### config.mk
export PLATFORM = sky130hd
export DESIGN_NAME = qdf_ctrl
export DESIGN_NICKNAME = d
export VERILOG_FILES = /design/src/rtl/qdf_pkg.sv /design/src/rtl/qdf_ctrl.sv
export SDC_FILE = /design/constraint.sdc
export NUM_CORES = 1
export LEC_CHECK = 0
export BUFFER_PORTS_ARGS = -buffer_cell sky130_fd_sc_hd__buf_2
export CORE_AREA = 2 2 39 41
export CTS_BUF_LIST = sky130_fd_sc_hd__clkbuf_8
export DETAILED_ROUTE_END_ITERATION = 8
export DIE_AREA = 0 0 41 43
export PLACE_DENSITY = 0.37
export SLEW_MARGIN = 10
export SYNTH_ARGS = -nofsm -noshare
export SYNTH_HDL_FRONTEND = slang
export SYNTH_SLANG_ARGS = --single-unit
### constraint.sdc
create_clock -name clk -period 1.75 [get_ports clk]
set_input_delay 0 -clock clk [delete_from_list [all_inputs] [get_ports clk]]
set_output_delay 0 -clock clk [all_outputs]
set_load 0.01 [all_outputs]
### src/rtl/qdf_pkg.sv
// qdf_pkg: shared widths, codes and control structs for the quorum duplicate filter
`timescale 1ns / 1ps
package qdf_pkg;

    localparam int KEY_W       = 64;
    localparam int TYPE_W      = 16;
    localparam int FLAG_W      = 8;
    localparam int VERDICT_W   = 2;
    localparam int CFG_W       = 4;
    localparam int CFG_INDEX_W = 1;

    // configuration register indexes
    localparam logic [CFG_INDEX_W-1:0] REG_REPLICA_COUNT = 1'd0;
    localparam logic [CFG_INDEX_W-1:0] REG_WRITE_QUORUM  = 1'd1;

    localparam logic [CFG_W-1:0] REPLICA_COUNT_RESET = 4'd3;
    localparam logic [CFG_W-1:0] WRITE_QUORUM_RESET  = 4'd2;

    // verdict codes
    localparam logic [VERDICT_W-1:0] VERDICT_FORWARD = 2'd0;
    localparam logic [VERDICT_W-1:0] VERDICT_DROP    = 2'd1;
    localparam logic [VERDICT_W-1:0] VERDICT_RETURN  = 2'd2;

    // message types that go back to the control function at quorum
    localparam logic [TYPE_W-1:0] TYPE_RETURN_A = 16'd91;
    localparam logic [TYPE_W-1:0] TYPE_RETURN_B = 16'd234;

    localparam logic [FLAG_W-1:0] FLAG_RETURNED    = 8'd1;
    localparam logic [FLAG_W-1:0] FLAG_CLEARED     = 8'd0;
    localparam logic [FLAG_W-1:0] FLAG_RETURN_MARK = 8'd77;

    // controller to datapath
    typedef struct packed {
        logic clear;   // write one zero row of the clearing pass
        logic start;   // latch request, start set index
        logic rd_en;   // read the set row
        logic load;    // update the row, load the result register
    } qdf_cmd_t;

    // datapath to controller
    typedef struct packed {
        logic clear_last;
        logic idx_done;
    } qdf_status_t;

endpackage

### src/rtl/qdf_ctrl.sv
// qdf_ctrl: controller state machine of the quorum duplicate filter
`timescale 1ns / 1ps
module qdf_ctrl
    import qdf_pkg::*;
(
    input  logic        clk,
    input  logic        rst_n,
    input  logic        resp_valid,
    output logic        resp_ready,
    output logic        result_valid,
    input  logic        result_ready,
    output qdf_cmd_t    cmd,
    input  qdf_status_t status
);

    typedef enum logic [1:0] {
        ST_CLEAR,
        ST_IDLE,
        ST_INDEX,
        ST_LOOKUP
    } state_t;

    state_t state_reg, state_next;
    logic   out_valid_reg, out_valid_next;

    // take a request only when the result register will be free by lookup time
    assign resp_ready   = (state_reg == ST_IDLE) && (!out_valid_reg || result_ready);
    assign result_valid = out_valid_reg;

    always_comb
    begin
        state_next     = state_reg;
        out_valid_next = out_valid_reg;
        cmd            = '0;
        if (out_valid_reg && result_ready)
        begin
            out_valid_next = 1'b0;
        end
        unique case (state_reg)
            ST_CLEAR:
            begin
                cmd.clear = 1'b1;
                if (status.clear_last)
                begin
                    state_next = ST_IDLE;
                end
            end
            ST_IDLE:
            begin
                if (resp_valid && resp_ready)
                begin
                    cmd.start  = 1'b1;
                    state_next = ST_INDEX;
                end
            end
            ST_INDEX:
            begin
                if (status.idx_done)
                begin
                    cmd.rd_en  = 1'b1;
                    state_next = ST_LOOKUP;
                end
            end
            ST_LOOKUP:
            begin
                cmd.load       = 1'b1;
                out_valid_next = 1'b1;
                state_next     = ST_IDLE;
            end
            default:
            begin
                state_next = ST_CLEAR;
            end
        endcase
    end

    always_ff @(posedge clk or negedge rst_n)
    begin
        if (!rst_n)
        begin
            state_reg     <= ST_CLEAR;
            out_valid_reg <= 1'b0;
        end
        else
        begin
            state_reg     <= state_next;
            out_valid_reg <= out_valid_next;
        end
    end

endmodule

# After elaboration in Yosys (flattened, before gate mapping)
# Cells that the tools add are included.
[classes]
n_eq_ne = 6
n_mux = 12
reduce_logical = 8
[op_table]
columns = ["op", "n"]
rows = [
  ["$mux 1", 8],
  ["$pmux 2 s4", 1],
  ["$mux 2", 3],
  ["$eq 2x2->1 const B", 2],
  ["$ne 2x2->1 const B", 2],
  ["$logic_and 1x1->1", 3],
  ["$reduce_and 3->1", 1],
  ["$eq 2x1->1 const B", 1],
  ["$logic_not 2->1", 1],
  ["$ne 2x1->1 const B", 1],
  ["$reduce_bool 2->1", 1],
  ["$logic_not 1->1", 1],
  ["$logic_or 1x1->1", 1],
]
[word_totals]
wordCells = 28
output_inout_bits = 6
reg_bits = 3
in_bits = 6

# Longest topological paths before layout
# Gate-level depths: netlist of run 1.
[logic_depth]
word_depth = 6
mapped_depth = 4

# Worst setup path before layout of run 1
# Ideal clock, no wire load.
[synth_path]
kind = "register to register"
from = "reg state_reg[0]"
to = "reg state_reg[1]"
path_buffers = 0
setup_ns = 0.127
path_stages_with_launch = 5
setup_slack_ns = 0.154
arrival_time_ns = 1.468
path_cell_list = "dfrtp_1 -> inv_1 -> ha_1 -> a222oi_1 -> mux2_1"
[synth_via]
elab_chain_cells = 5
[synth_lines]
columns = ["element", "line", "source"]
rows = [
  ["from (decl)", "qdf_ctrl.sv:23", "state_t state_reg, state_next;"],
  ["from (signal assigned)", "qdf_ctrl.sv:86", "state_reg <= state_next;"],
  ["$eq 2x1->1", "qdf_ctrl.sv:27, qdf_ctrl.sv:39", ""],
  ["$logic_and 1x1->1", "qdf_ctrl.sv:27", "assign resp_ready = (state_reg == ST_IDLE) && (!out_valid_reg || result_ready);"],
  ["$logic_and 1x1->1", "qdf_ctrl.sv:50", "if (resp_valid && resp_ready)"],
  ["$ne 2x1->1 (no source line)", "--", ""],
  ["$reduce_and 3->1 (no source line)", "--", ""],
]
# Several ways; a longest one is shown, not always the timed one.
# A chain may end at the register's enable or synchronous reset.

# Worst setup path after layout of run 1
# Ends and elaborated chain as after synthesis.

==> results of run 1 <==
## worst max-delay path by stage
stage | startpoint | endpoint | slack (ns) | cells past startpoint
2_1_floorplan | state_reg[0] | state_reg[1] | 0.15 | 4
3_5_place_dp | state_reg[0] | state_reg[1] | 0.06 | 4
5_1_grt | state_reg[0] | state_reg[1] | 0.02 | 4
6_report | state_reg[0] | state_reg[1] | 0.14 | 4
4_1_cts | state_reg[0] | state_reg[1] | 0.05 | 4
3_3_place_gp | state_reg[0] | state_reg[1] | 0.11 | 4
## through the flow
step | setup WS [ns] | utilization (%) | area, um^2 | power, mW | instances
2_1_floorplan | 0.1543 | - | 230.2 | 0.3388 | 22
4_1_cts | 0.04921 | 25.50 | 352.8 | 0.6211 | 53
5_1_grt | 0.01835 | 26.04 | 360.3 | 0.6891 | 54
6_report | 0.1386 | 26.04 | 360.3 | 0.6226 | 54
3_5_place_dp | 0.05601 | 21.52 | 297.8 | 0.4211 | 48
3_3_place_gp | 0.1098 | 21.52 | 297.8 | 0.4120 | 48
## layout by cell type, fill, tap and decap left out
| master | instances |
|---|---|
| buf_2 | 11 |
| inv_1 | 5 |
| ha_1 | 5 |
| clkbuf_8 | 3 |
| dfrtp_1 | 3 |
| and2_1 | 2 |
| nand2b_2 | 1 |
| and3_1 | 1 |
| or2b_1 | 1 |
| nand2_1 | 1 |
| a222oi_1 | 1 |
| mux2_1 | 1 |
| mux2i_1 | 1 |
| dlygate4sd3_1 | 1 |
| buf_4 | 1 |
## repair_timing
| action | 4_1_cts | 5_1_grt |
|---|---|---|
| endpoints found under the hold margin | 3 | 0 |
| hold buffers | 1 | 0 |
| buffers inserted | 0 | 1 |
| endpoints found under the setup margin | 0 | 1 |
## cells in the mapped netlist (all sizes together)
master / n / area [um^2]
mux2i: 1 / 10.01
and3: 1 / 6.260
inv: 4 / 15.01
dfrtp: 3 / 75.07
mux2: 1 / 11.26
or2b: 1 / 7.510
a222oi: 1 / 10.01
buf: 1 / 7.510
nand2: 1 / 3.750
nand2b: 1 / 8.760
and2: 2 / 12.51
ha: 5 / 62.56
## per-layer routing
metal	global-route usage [%]	wire [um]
met1	5.806	174
met2	10.00	215
met3	3.141	59
met4	6.000	0
met5	0	0
## power by group
group	internal, mW	switching, mW
clock	0.149	0.0420
sequential	0.107	0.0301
combinational	0.150	0.144
## cells by family (layout without fill, tap and decap cells)
kind of cell               after synthesis  in the layout  synth area share (%)
AOI/OAI and AO/OA                        1              1                 4.348
adders and majority gates                5              5                 27.17
buffers and inverters                    5             21                 9.782
DFF                                      3              3                 32.61
muxes                                    2              2                 9.239
and+or+nand+nor                          6              6                 16.85
## area by class of cell
type                    instances  share of cell area, %
inverters                       4                  4.167
well taps                      16                  5.556
clock inverters                 1                  1.042
clock buffers                   3                  11.46
multi-input cells              14                  36.81
repair buffers                 13                  20.14
flip-flops and latches          3                  20.83
==> metrics.md, run 1 <==
| Metric | Value |
|---|---|
| Critical-path cell list | inv_1, ha_1, a222oi_1, mux2_1 |
| Longest Clk Path Bufs | 2 |
| Outcome | complete, no violations |
| DRT antenna net count | 0 |
| Slew HR | about three quarters |
| Synth-to-Final Area Change | 56.52% |
| First DRT Iteration DRCs | 2 |
| Layout cells sized above 1 | a little over two fifths |
| Core area | between 1000 and 1500 um^2 |
| Synth cell types | 12 |
| WL per Instance | around 8.3 um |
| Min cycle time layout | between 1.5 and 2 ns |
| Slew Viols, Final | 0 |
| CTS buffer count | 3 |
| GR Overflow Total | 0 |
| Hold WS | between 0.1 and 0.15 ns |
| RePlAce Congestion | between 0.5 and 0.6 |
| Leakage dissipation | approximately 0.22 nW |
| Fin crit share | 92.08% |
| Reg2Reg Setup Slack | 0.14 ns |
| Maximum fanout along the worst path | 4 |
| CP startpoint kind | flip-flop |
| Seq/Total Area, Yosys | between 30 and 40% |
| Critical Path RT | about 1.8 ns |
| Routed vias | 200 |
| CP Class | flip-flop to flip-flop |
| Largest net degree at the start of global routing | 5 |
| Post-DP HPWL | ~390 um |
| Reg2Reg Capture Point | state_reg[1] |
| CTS tree | built |
| Setup TNS | 0 ns |
| # port buffers | 11 |
| Initial antenna violation count | 0 |
| Syn Nets | 33 |
| Multi-input logic area | around 130 um^2 |
| Layout Skew | around 0.0020 ns |
| Initial core utilization | around 17% |
| F_max | approximately 620 MHz |
| CTS root buf | clkbuf_8 |
| Routed WL | 448 um |
| Final setup viols | 0 |
| Vias/cell | roughly 3.7 |
| GRT Total Usage | under 10% |
| Remaining DRCs | 0 |
| Cell count after synthesis | 22 |
| First-pass GRT wire length | approximately 750 um |
| Crit path DAT | 1.70 ns |
| RSZ-0062 raised after global routing | no |
| Insertion delay to the later sink of the worst-skew pair | ~0.21 ns |
| Reg2Reg Depth | 4 |
| Diode count | 0 |
| Synthesized area per cell | ~10 um^2 |
| Max reg flops | 2 |
| Final hold vios | 0 |
| Die height | approximately 43 um |
| Buf+Inv Stages, Crit Path | 1 |
| Worst Tran Pin Value | about 0.39 ns |
| Drt pass-1 iters | 4 |
| Worst r2r src | state_reg[0] |
| Die X | approximately 40 um |
| Critical path's top delay family | compound AO/OA/AOI/OAI gates |
| Ys Warns | 0 |
| Worst-path clk slew | 0.03 ns |
| Fillers | about 160 |
| PwrDens | 1728 nW/um^2 |
| Max cap viols | 0 |
| Post-CTS Resized | 0 |
| Maximum VDD drop | ~0.57 mV |
| Register area | 75.07 um^2 |
| Crit. End Element | flip-flop |
| Synth Register Bits | 3 |
| CP max-delay cell | a222oi_1 |
| Io pins | 12 |
| Slowest stage delay, CP | between 0.4 and 0.5 ns |
| Nets | 50 |
| Die area | ~1800 um^2 |
| Hold WC Path Type | input pin to async pin |
| Mapped cell area | 230.2 um^2 |
| CTS H-tree depth | 1 |
| # clock sinks | 3 |
| Site Rows | 14 |
| Vias in the first global route | 199 |
(Power assumes the default switching activity.)
==> run 2, diff against run 1 <==
- CORE_AREA: 2 2 39 41 -> 5 5 42 44
- DIE_AREA: 0 0 41 43 -> 0 0 47 49
==> run 2 against run 1 <==
Net effect:
- power shrank 2.4%
- clock power is essentially flat
- fmax shrank 1.6%
- clock-buffer cell count is the same
- wire length grew 7.4%
- die area grew 31%
- combinational power shrank 5%
- sequential power is essentially flat
==> metrics.md, run 2 (synthesis gave the netlist of run 1 again) <==
| Metric | Value |
|---|---|
| Initial core utilization | 16.43% (-0.21 points) |
| RSZ-0062 raised after global routing | no |
| RePlAce Congestion | 0.6956 (+26%) |
| Initial antenna violation count | 0 (unchanged) |
| Outcome | complete, no violations |
| Placed Cells incl. Taps | 48 (unchanged) |
| Die area | 2303 um^2 (+31%) |
| Total power | 607.9 uW (-2.4%) |
| Maximum fanout along the worst path | 4 (unchanged) |
| Diode count | 0 (unchanged) |
| CTS H-tree depth | 1 (unchanged) |
| Slew HR | 69.31% (-4.5 points) |
| CTS buffer count | 3 (unchanged) |
| First DRT Iteration DRCs | 3 (+1) |
| Routed vias | 194 (-3.0%) |
| Worst Tran Pin Value | 0.4603 ns (+0.06793 ns) |
| Post-CTS Setup Inserts | 0 (unchanged) |
| Die height | 49 um (+14%) |
| Met2 GRT Util | 7.240% (-2.8 points) |
| First-pass GRT wire length | 800 um (+6.4%) |
| Fin crit share | 93.57% (+1.5 points) |
| Io pins | 12 (unchanged) |
| Most common cell after layout, fill and taps aside | buf_2 |
| Max reg flops | 2 (unchanged) |
| Maximum VDD drop | 0.4186 mV (-27%) |
| Leakage dissipation | 0.2114 nW (-2.1%) |
| Reg2Reg Setup Slack | 0.11 ns (-0.03 ns) |
| DRT antenna net count | 0 (unchanged) |
| Cell Count, Final, Fillers Out | 53 (-1.9%) |
| # clock sinks | 3 (unchanged) |
| Most frequent cells in the layout | buf_2 (11), inv_1 (5), ha_1 (5) |
| CP Class | flip-flop to flip-flop |
| Final setup viols | 0 (unchanged) |
| CTS tree | built |
| Vias/cell | 3.660 (-1.2%) |
| Crit path DAT | 1.73 ns (+0.03 ns) |
| Layout cells sized above 1 | 40.54% (-1.6 points) |
| Largest net degree at the start of global routing | 5 (unchanged) |
| Core area | 1401 um^2 (+1.3%) |
| Routed WL | 481 um (+7.4%) |
| Synth-to-Final Area Change | 53.26% |
| Remaining DRCs | 0 (unchanged) |
| Met1 usage | 4.405% (-1.4 points) |
| Final hold vios | 0 (unchanged) |
| Post-DP HPWL | 421.1 um (+7.6%) |
| Worst-path clk slew | 0.03 ns (about the same) |
| # port buffers | 11 (unchanged) |
| Drt pass-1 iters | 4 (unchanged) |
| Site Rows | 14 (unchanged) |
| Max cap viols | 0 (unchanged) |
| Placed Area | 297.8 um^2 (unchanged) |
| Hold WC Path Type | input pin to async pin |
| WL per Instance | 9.075 um (+9.4%) |
| Crit. End Element | flip-flop |
| Longest Clk Path Bufs | 2 (unchanged) |
| Min cycle time layout | 1.638 ns (+0.02609 ns) |
| PwrDens | 1723 nW/um^2 (-0.28%) |
| CP startpoint kind | flip-flop |
| CTS root buf | clkbuf_8 |
| Vias in the first global route | 205 (+3.0%) |
| GRT Total Usage | 4.863% (-1.7 points) |
| M3 GR Usage | 2.952% (-0.19 points) |
| Die X | 47 um (+15%) |
| GRT Max-Usage Layer | met2 |
| Fin area | 352.8 um^2 (-2.1%) |
| F_max | 610.7 MHz (-1.6%) |
| Critical Path RT | 1.84 ns (about the same) |
| Slew Viols, Final | 0 (unchanged) |
| Layout Skew | 0.0002849 ns (-0.001689 ns) |
| GR Overflow Total | 0 (unchanged) |
| Insertion delay to the later sink of the worst-skew pair | 0.21 ns (about the same) |
| Setup TNS | 0 ns (unchanged) |
| Nets | 49 (-2.0%) |
## run 2: worst paths after layout
path / from / to / depth (start not counted)
worst max register to register: state_reg[0] / state_reg[1] / 4
worst min register to register: state_reg[1] / state_reg[1] / 1
worst max-delay path: state_reg[0] / state_reg[1] / 4
min in group clk: resp_valid / state_reg[0] / 4
max in group asynchronous: rst_n / state_reg[1] / 2
worst min-delay path: rst_n / result_valid / 2
## run 2: power breakdown
part	total [mW]	leakage (nW)	internal (mW)	switching [mW]
Combinational	0.278	0.150	0.135	0.143
Clock	0.192	0.0269	0.149	0.0426
Sequential	0.138	0.0341	0.107	0.0311
Total	0.608	0.211	0.391	0.217
## run 2: timing repair
action,4_1_cts,5_1_grt
gates resized for setup,0,0
hold buffers,1,0
hold endpoints to repair,3,0
## run 2: layout make-up
type	instances	area (um^2)
Sequential cell	3	75.07
Clock buffer	3	41.29
Tap cell	16	20.02
Clock inverter	1	3.754
Inverter	4	15.01
Fill cell	162	1049
Timing Repair Buffer	12	65.06
Multi-Input combinational cell	14	132.6
## run 2: worst max-delay path, stage by stage, from the launching register on
cell,delay (ns)
dfrtp_1,0.39
inv_1,0.09
ha_1,0.21
a222oi_1,0.46
mux2_1,0.36
## run 2: routing by layer
layer  share of wire (%)  wire, um
met2                  53       254
met4                   0         0
met5                   0         0
met3                  12        60
met1                  35       167
## run 2: per-stage QoR
| step | hold WS [ns] | setup WS [ns] | util, % |
|---|---|---|---|
| final | 0.1108 | 0.1125 | 25.18 |
| after global routing | 0.1359 | 0.03520 | 25.18 |
| after CTS | 0.1087 | 0.09615 | 25.18 |
| after detailed placement | -0.2005 | 0.1019 | 21.25 |
| after global placement | -0.2011 | 0.1159 | 21.25 |
| after floorplan | -0.2956 | 0.1543 | - |
==> run 3, diff against run 2 <==
- ABC_AREA: not set -> 1
- PLACE_DENSITY: 0.37 -> 0.4
==> run 3 against run 2 <==
Net effect:
- global-route usage is 0.64 points higher
- worst hold slack worse by 0.0033 ns
- largest cell class unchanged
- utilization grew 2.9 points
- setup slack improved by 0.40 ns
- power increased by 12%
- non-clock buffer count unchanged
- sequential share of layout area is 2.2 points lower
==> metrics.md, run 3 <==
| Metric | Value |
|---|---|
| Initial core utilization | 19.37% (+2.9 points) |
| CP max-delay cell | dfrtp_1 |
| Synth area leaders | dfrtp_1 (28%), ha_1 (23%), inv_1 (12%) |
| PwrDens | 1734 nW/um^2 (+0.63%) |
| Hold WC Path Type | input pin to async pin |
| Net Sw Frac | 39.58% (+3.9 points) |
| F_max | 804.9 MHz (+32%) |
| CP Class | flip-flop to output pin |
| Logic pwr share | 51.3% (+5.6 points) |
| Remaining DRCs | 0 (unchanged) |
| Total power | 683.3 uW (+12%) |
| Yosys top cell by area | dfrtp_1 |
| Drt pass-1 iters | 4 (unchanged) |
| GRT Total Usage | 5.501% (+0.64 points) |
| Nets | 61 (+24%) |
| Register area | 75.07 um^2 (unchanged) |
| Top-count cell post-synth | inv_1 |
| Fin area | 394.1 um^2 (+12%) |
| Syn Nets | 45 (+36%) |
| Site Rows | 14 (unchanged) |
| Layout cells sized above 1 | 36.73% (-3.8 points) |
| CP startpoint kind | flip-flop |
| Most frequent cells in the layout | buf_2 (11), inv_1 (10), nand2_1 (6) |
| Post-CTS Hold Buffers | 1 (unchanged) |
| Layout Skew | 0.003243 ns (+0.002958 ns) |
| Mapped cell area | 271.5 um^2 (+18%) |
| Die area | 2303 um^2 (unchanged) |
| RePlAce Congestion | 0.6970 (+0.20%) |
| Worst path depth | 5 (+1) |
| DRT antenna net count | 0 (unchanged) |
| Slowest stage delay, CP | 0.40 ns (-0.06 ns) |
| Synth Register Bits | 3 (unchanged) |
| Critical Path RT | 1.75 ns (-0.09 ns) |
| Post-DP HPWL | 411.3 um (-2.3%) |
| Leakage dissipation | 0.2397 nW (+13%) |
| Core area | 1401 um^2 (unchanged) |
| Reg2Reg Depth | 8 (+4) |
| Reg2Reg Setup Slack | 0.58 ns (+0.47 ns) |
| Final hold vios | 0 (unchanged) |
| Most common cell after layout, fill and taps aside | buf_2 |
| Insertion delay to the later sink of the worst-skew pair | 0.21 ns (about the same) |
| Maximum fanout along the worst path | 4 (unchanged) |
| Io pins | 12 (unchanged) |
| Buf+Inv Stages, Crit Path | 3 (+2) |
| # clock sinks | 3 (unchanged) |
| Vias in the first global route | 218 (+6.3%) |
| Max reg flops | 2 (unchanged) |
| First DRT Iteration DRCs | 5 (+2) |
| Worst-path clk slew | 0.03 ns (about the same) |
| Worst Tran Pin Value | 0.1660 ns (-0.2943 ns) |
| Setup TNS | 0 ns (unchanged) |
| Cell count after synthesis | 34 (+55%) |
| Fillers | 160 (-1.2%) |
| Reg2Reg Capture Point | state_reg[1] |
| P_sw | 270.5 uW (+25%) |
| Fraction of power consumed by sequential logic | 20.7% (-2.1 points) |
| Routed WL | 486 um (+1.0%) |
| Slew HR | 88.93% (+20 points) |
| Util after Layout | 28.13% (+2.9 points) |
| Initial antenna violation count | 0 (unchanged) |
| First-pass GRT wire length | 848 um (+6.0%) |
| Internal Power | 412.9 uW (+5.5%) |
| Clock Power Share | 28.0% (-3.5 points) |
| Maximum VDD drop | 0.7897 mV (+89%) |
| Routed vias | 234 (+21%) |
| Diode count | 0 (unchanged) |
| CTS root buf | clkbuf_8 |
| Synthesized area per cell | 7.986 um^2 (-24%) |
| # port buffers | 11 (unchanged) |
| RSZ-0062 raised after global routing | no |
| Worst r2r src | state_reg[0] |
| Slew Viols, Final | 0 (unchanged) |
| Most common cell on crit path | inv_1 |
| Vias/cell | 3.600 (-1.6%) |
| Main flop type after synthesis | dfrtp_1 |
| WL per Instance | 7.477 um (-18%) |
| Multi-input logic area | 151.4 um^2 (+14%) |
| Fin crit share | 71.00% (-23 points) |
| Die height | 49 um (unchanged) |
| Post-synth ARST share | 100.0% (unchanged) |
| Max cap viols | 0 (unchanged) |
| GR Overflow Total | 0 (unchanged) |
| Critical path's top delay family | flip-flops |
| Final setup viols | 0 (unchanged) |
| Post-synth EDFFs | 0 (unchanged) |
| Min cycle time layout | 1.242 ns (-0.3951 ns) |
| CTS H-tree depth | 1 (unchanged) |
| Ys Warns | 0 (unchanged) |
| Critical-path cell list | inv_1, ha_1, inv_1, nor3_1, buf_2 |
| Largest net degree at the start of global routing | 6 (+1) |
| Post-CTS Resized | 0 (unchanged) |
| Die X | 47 um (unchanged) |
| Top cell type's share of synthesized area | 27.65% (-5.0 points) |
| Post-synth top cells | inv_1 (9), nand2_1 (6), ha_1 (5) |
| Synth-to-Final Area Change | 45.16% |
| Outcome | complete, no violations |
| Crit path DAT | 1.24 ns (-0.49 ns) |
| Longest Clk Path Bufs | 2 (unchanged) |
| Placed Area | 339.1 um^2 (+14%) |
| Post-CTS Setup Inserts | 0 (unchanged) |
| Crit. End Element | output pin |
| Synth cell types | 14 (+2) |
| Seq/Total Area, Yosys | 27.65% (-5.0 points) |
| CTS tree | built |
| CTS buffer count | 3 (unchanged) |
## run 3: cell types whose count changed after synthesis, moves of 2 or more
cell     previous run  this run
and2_1              2         0
inv_1               4         9
nand2_1             1         6
nand3_1             0         2
## run 3: final cells by class
cell class | instances | share of cell area, %
multi-input cells | 20 | 38.41
flip-flops and latches | 3 | 19.05
repair buffers | 12 | 16.51
clock buffers | 3 | 10.48
inverters | 10 | 9.524
well taps | 16 | 5.079
clock inverters | 1 | 0.9524
## run 3: how the worst max path moves through the flow
stage / from / end / slack (ns)
floorplan: state_reg[0] / state_reg[0] / 0.59
global placement: state_reg[0] / state_reg[0] / 0.55
detailed placement: state_reg[1] / state_reg[0] / 0.56
CTS: state_reg[1] / cmd[2] / 0.49
global route: state_reg[1] / cmd[2] / 0.32
finish: state_reg[1] / cmd[2] / 0.51
## run 3: metal layers
metal  global-route usage, %  routed length, um
met1                   5.960                207
met2                   6.787                203
met3                   5.535                 76
met4                   2.765                  0
met5                       0                  0
## run 3: worst reg2reg max path: cells and delay by family, from the launching register on
| family | cells | cell delay (ns) |
|---|---|---|
| compound gates | 1 | 0.07 |
| fa+ha+maj | 1 | 0.21 |
| buf+inv | 2 | 0.15 |
| flops | 1 | 0.41 |
| simple gates | 4 | 0.21 |
## run 3: power by group through the flow
stage / Sequential [mW] / Combinational, mW / Clock [mW]
2_1_floorplan: 0.142 / 0.272 / 0
3_3_place_gp: 0.145 / 0.358 / 0
3_5_place_dp: 0.144 / 0.358 / 0
4_1_cts: 0.144 / 0.361 / 0.197
5_1_grt: 0.149 / 0.419 / 0.207
6_report: 0.141 / 0.350 / 0.192
## run 3: stage by stage
step / worst slack [ns] / std cells / hold slack (ns)
after floorplan: 0.5915 / 34 / -0.2956
after global placement: 0.5542 / 60 / -0.1987
after detailed placement: 0.5568 / 60 / -0.1995
after CTS: 0.4935 / 65 / 0.1048
after global routing: 0.3218 / 65 / 0.1296
final: 0.5075 / 65 / 0.1075
## run 3: cell families after synthesis
family                     count (synthesis)  synth area share [%]
buffers and inverters                     11                 16.59
and+or+nand+nor                           13                 23.96
DFF                                        3                 27.65
AOI/OAI and AO/OA                          2                 8.755
adders and majority gates                  5                 23.04
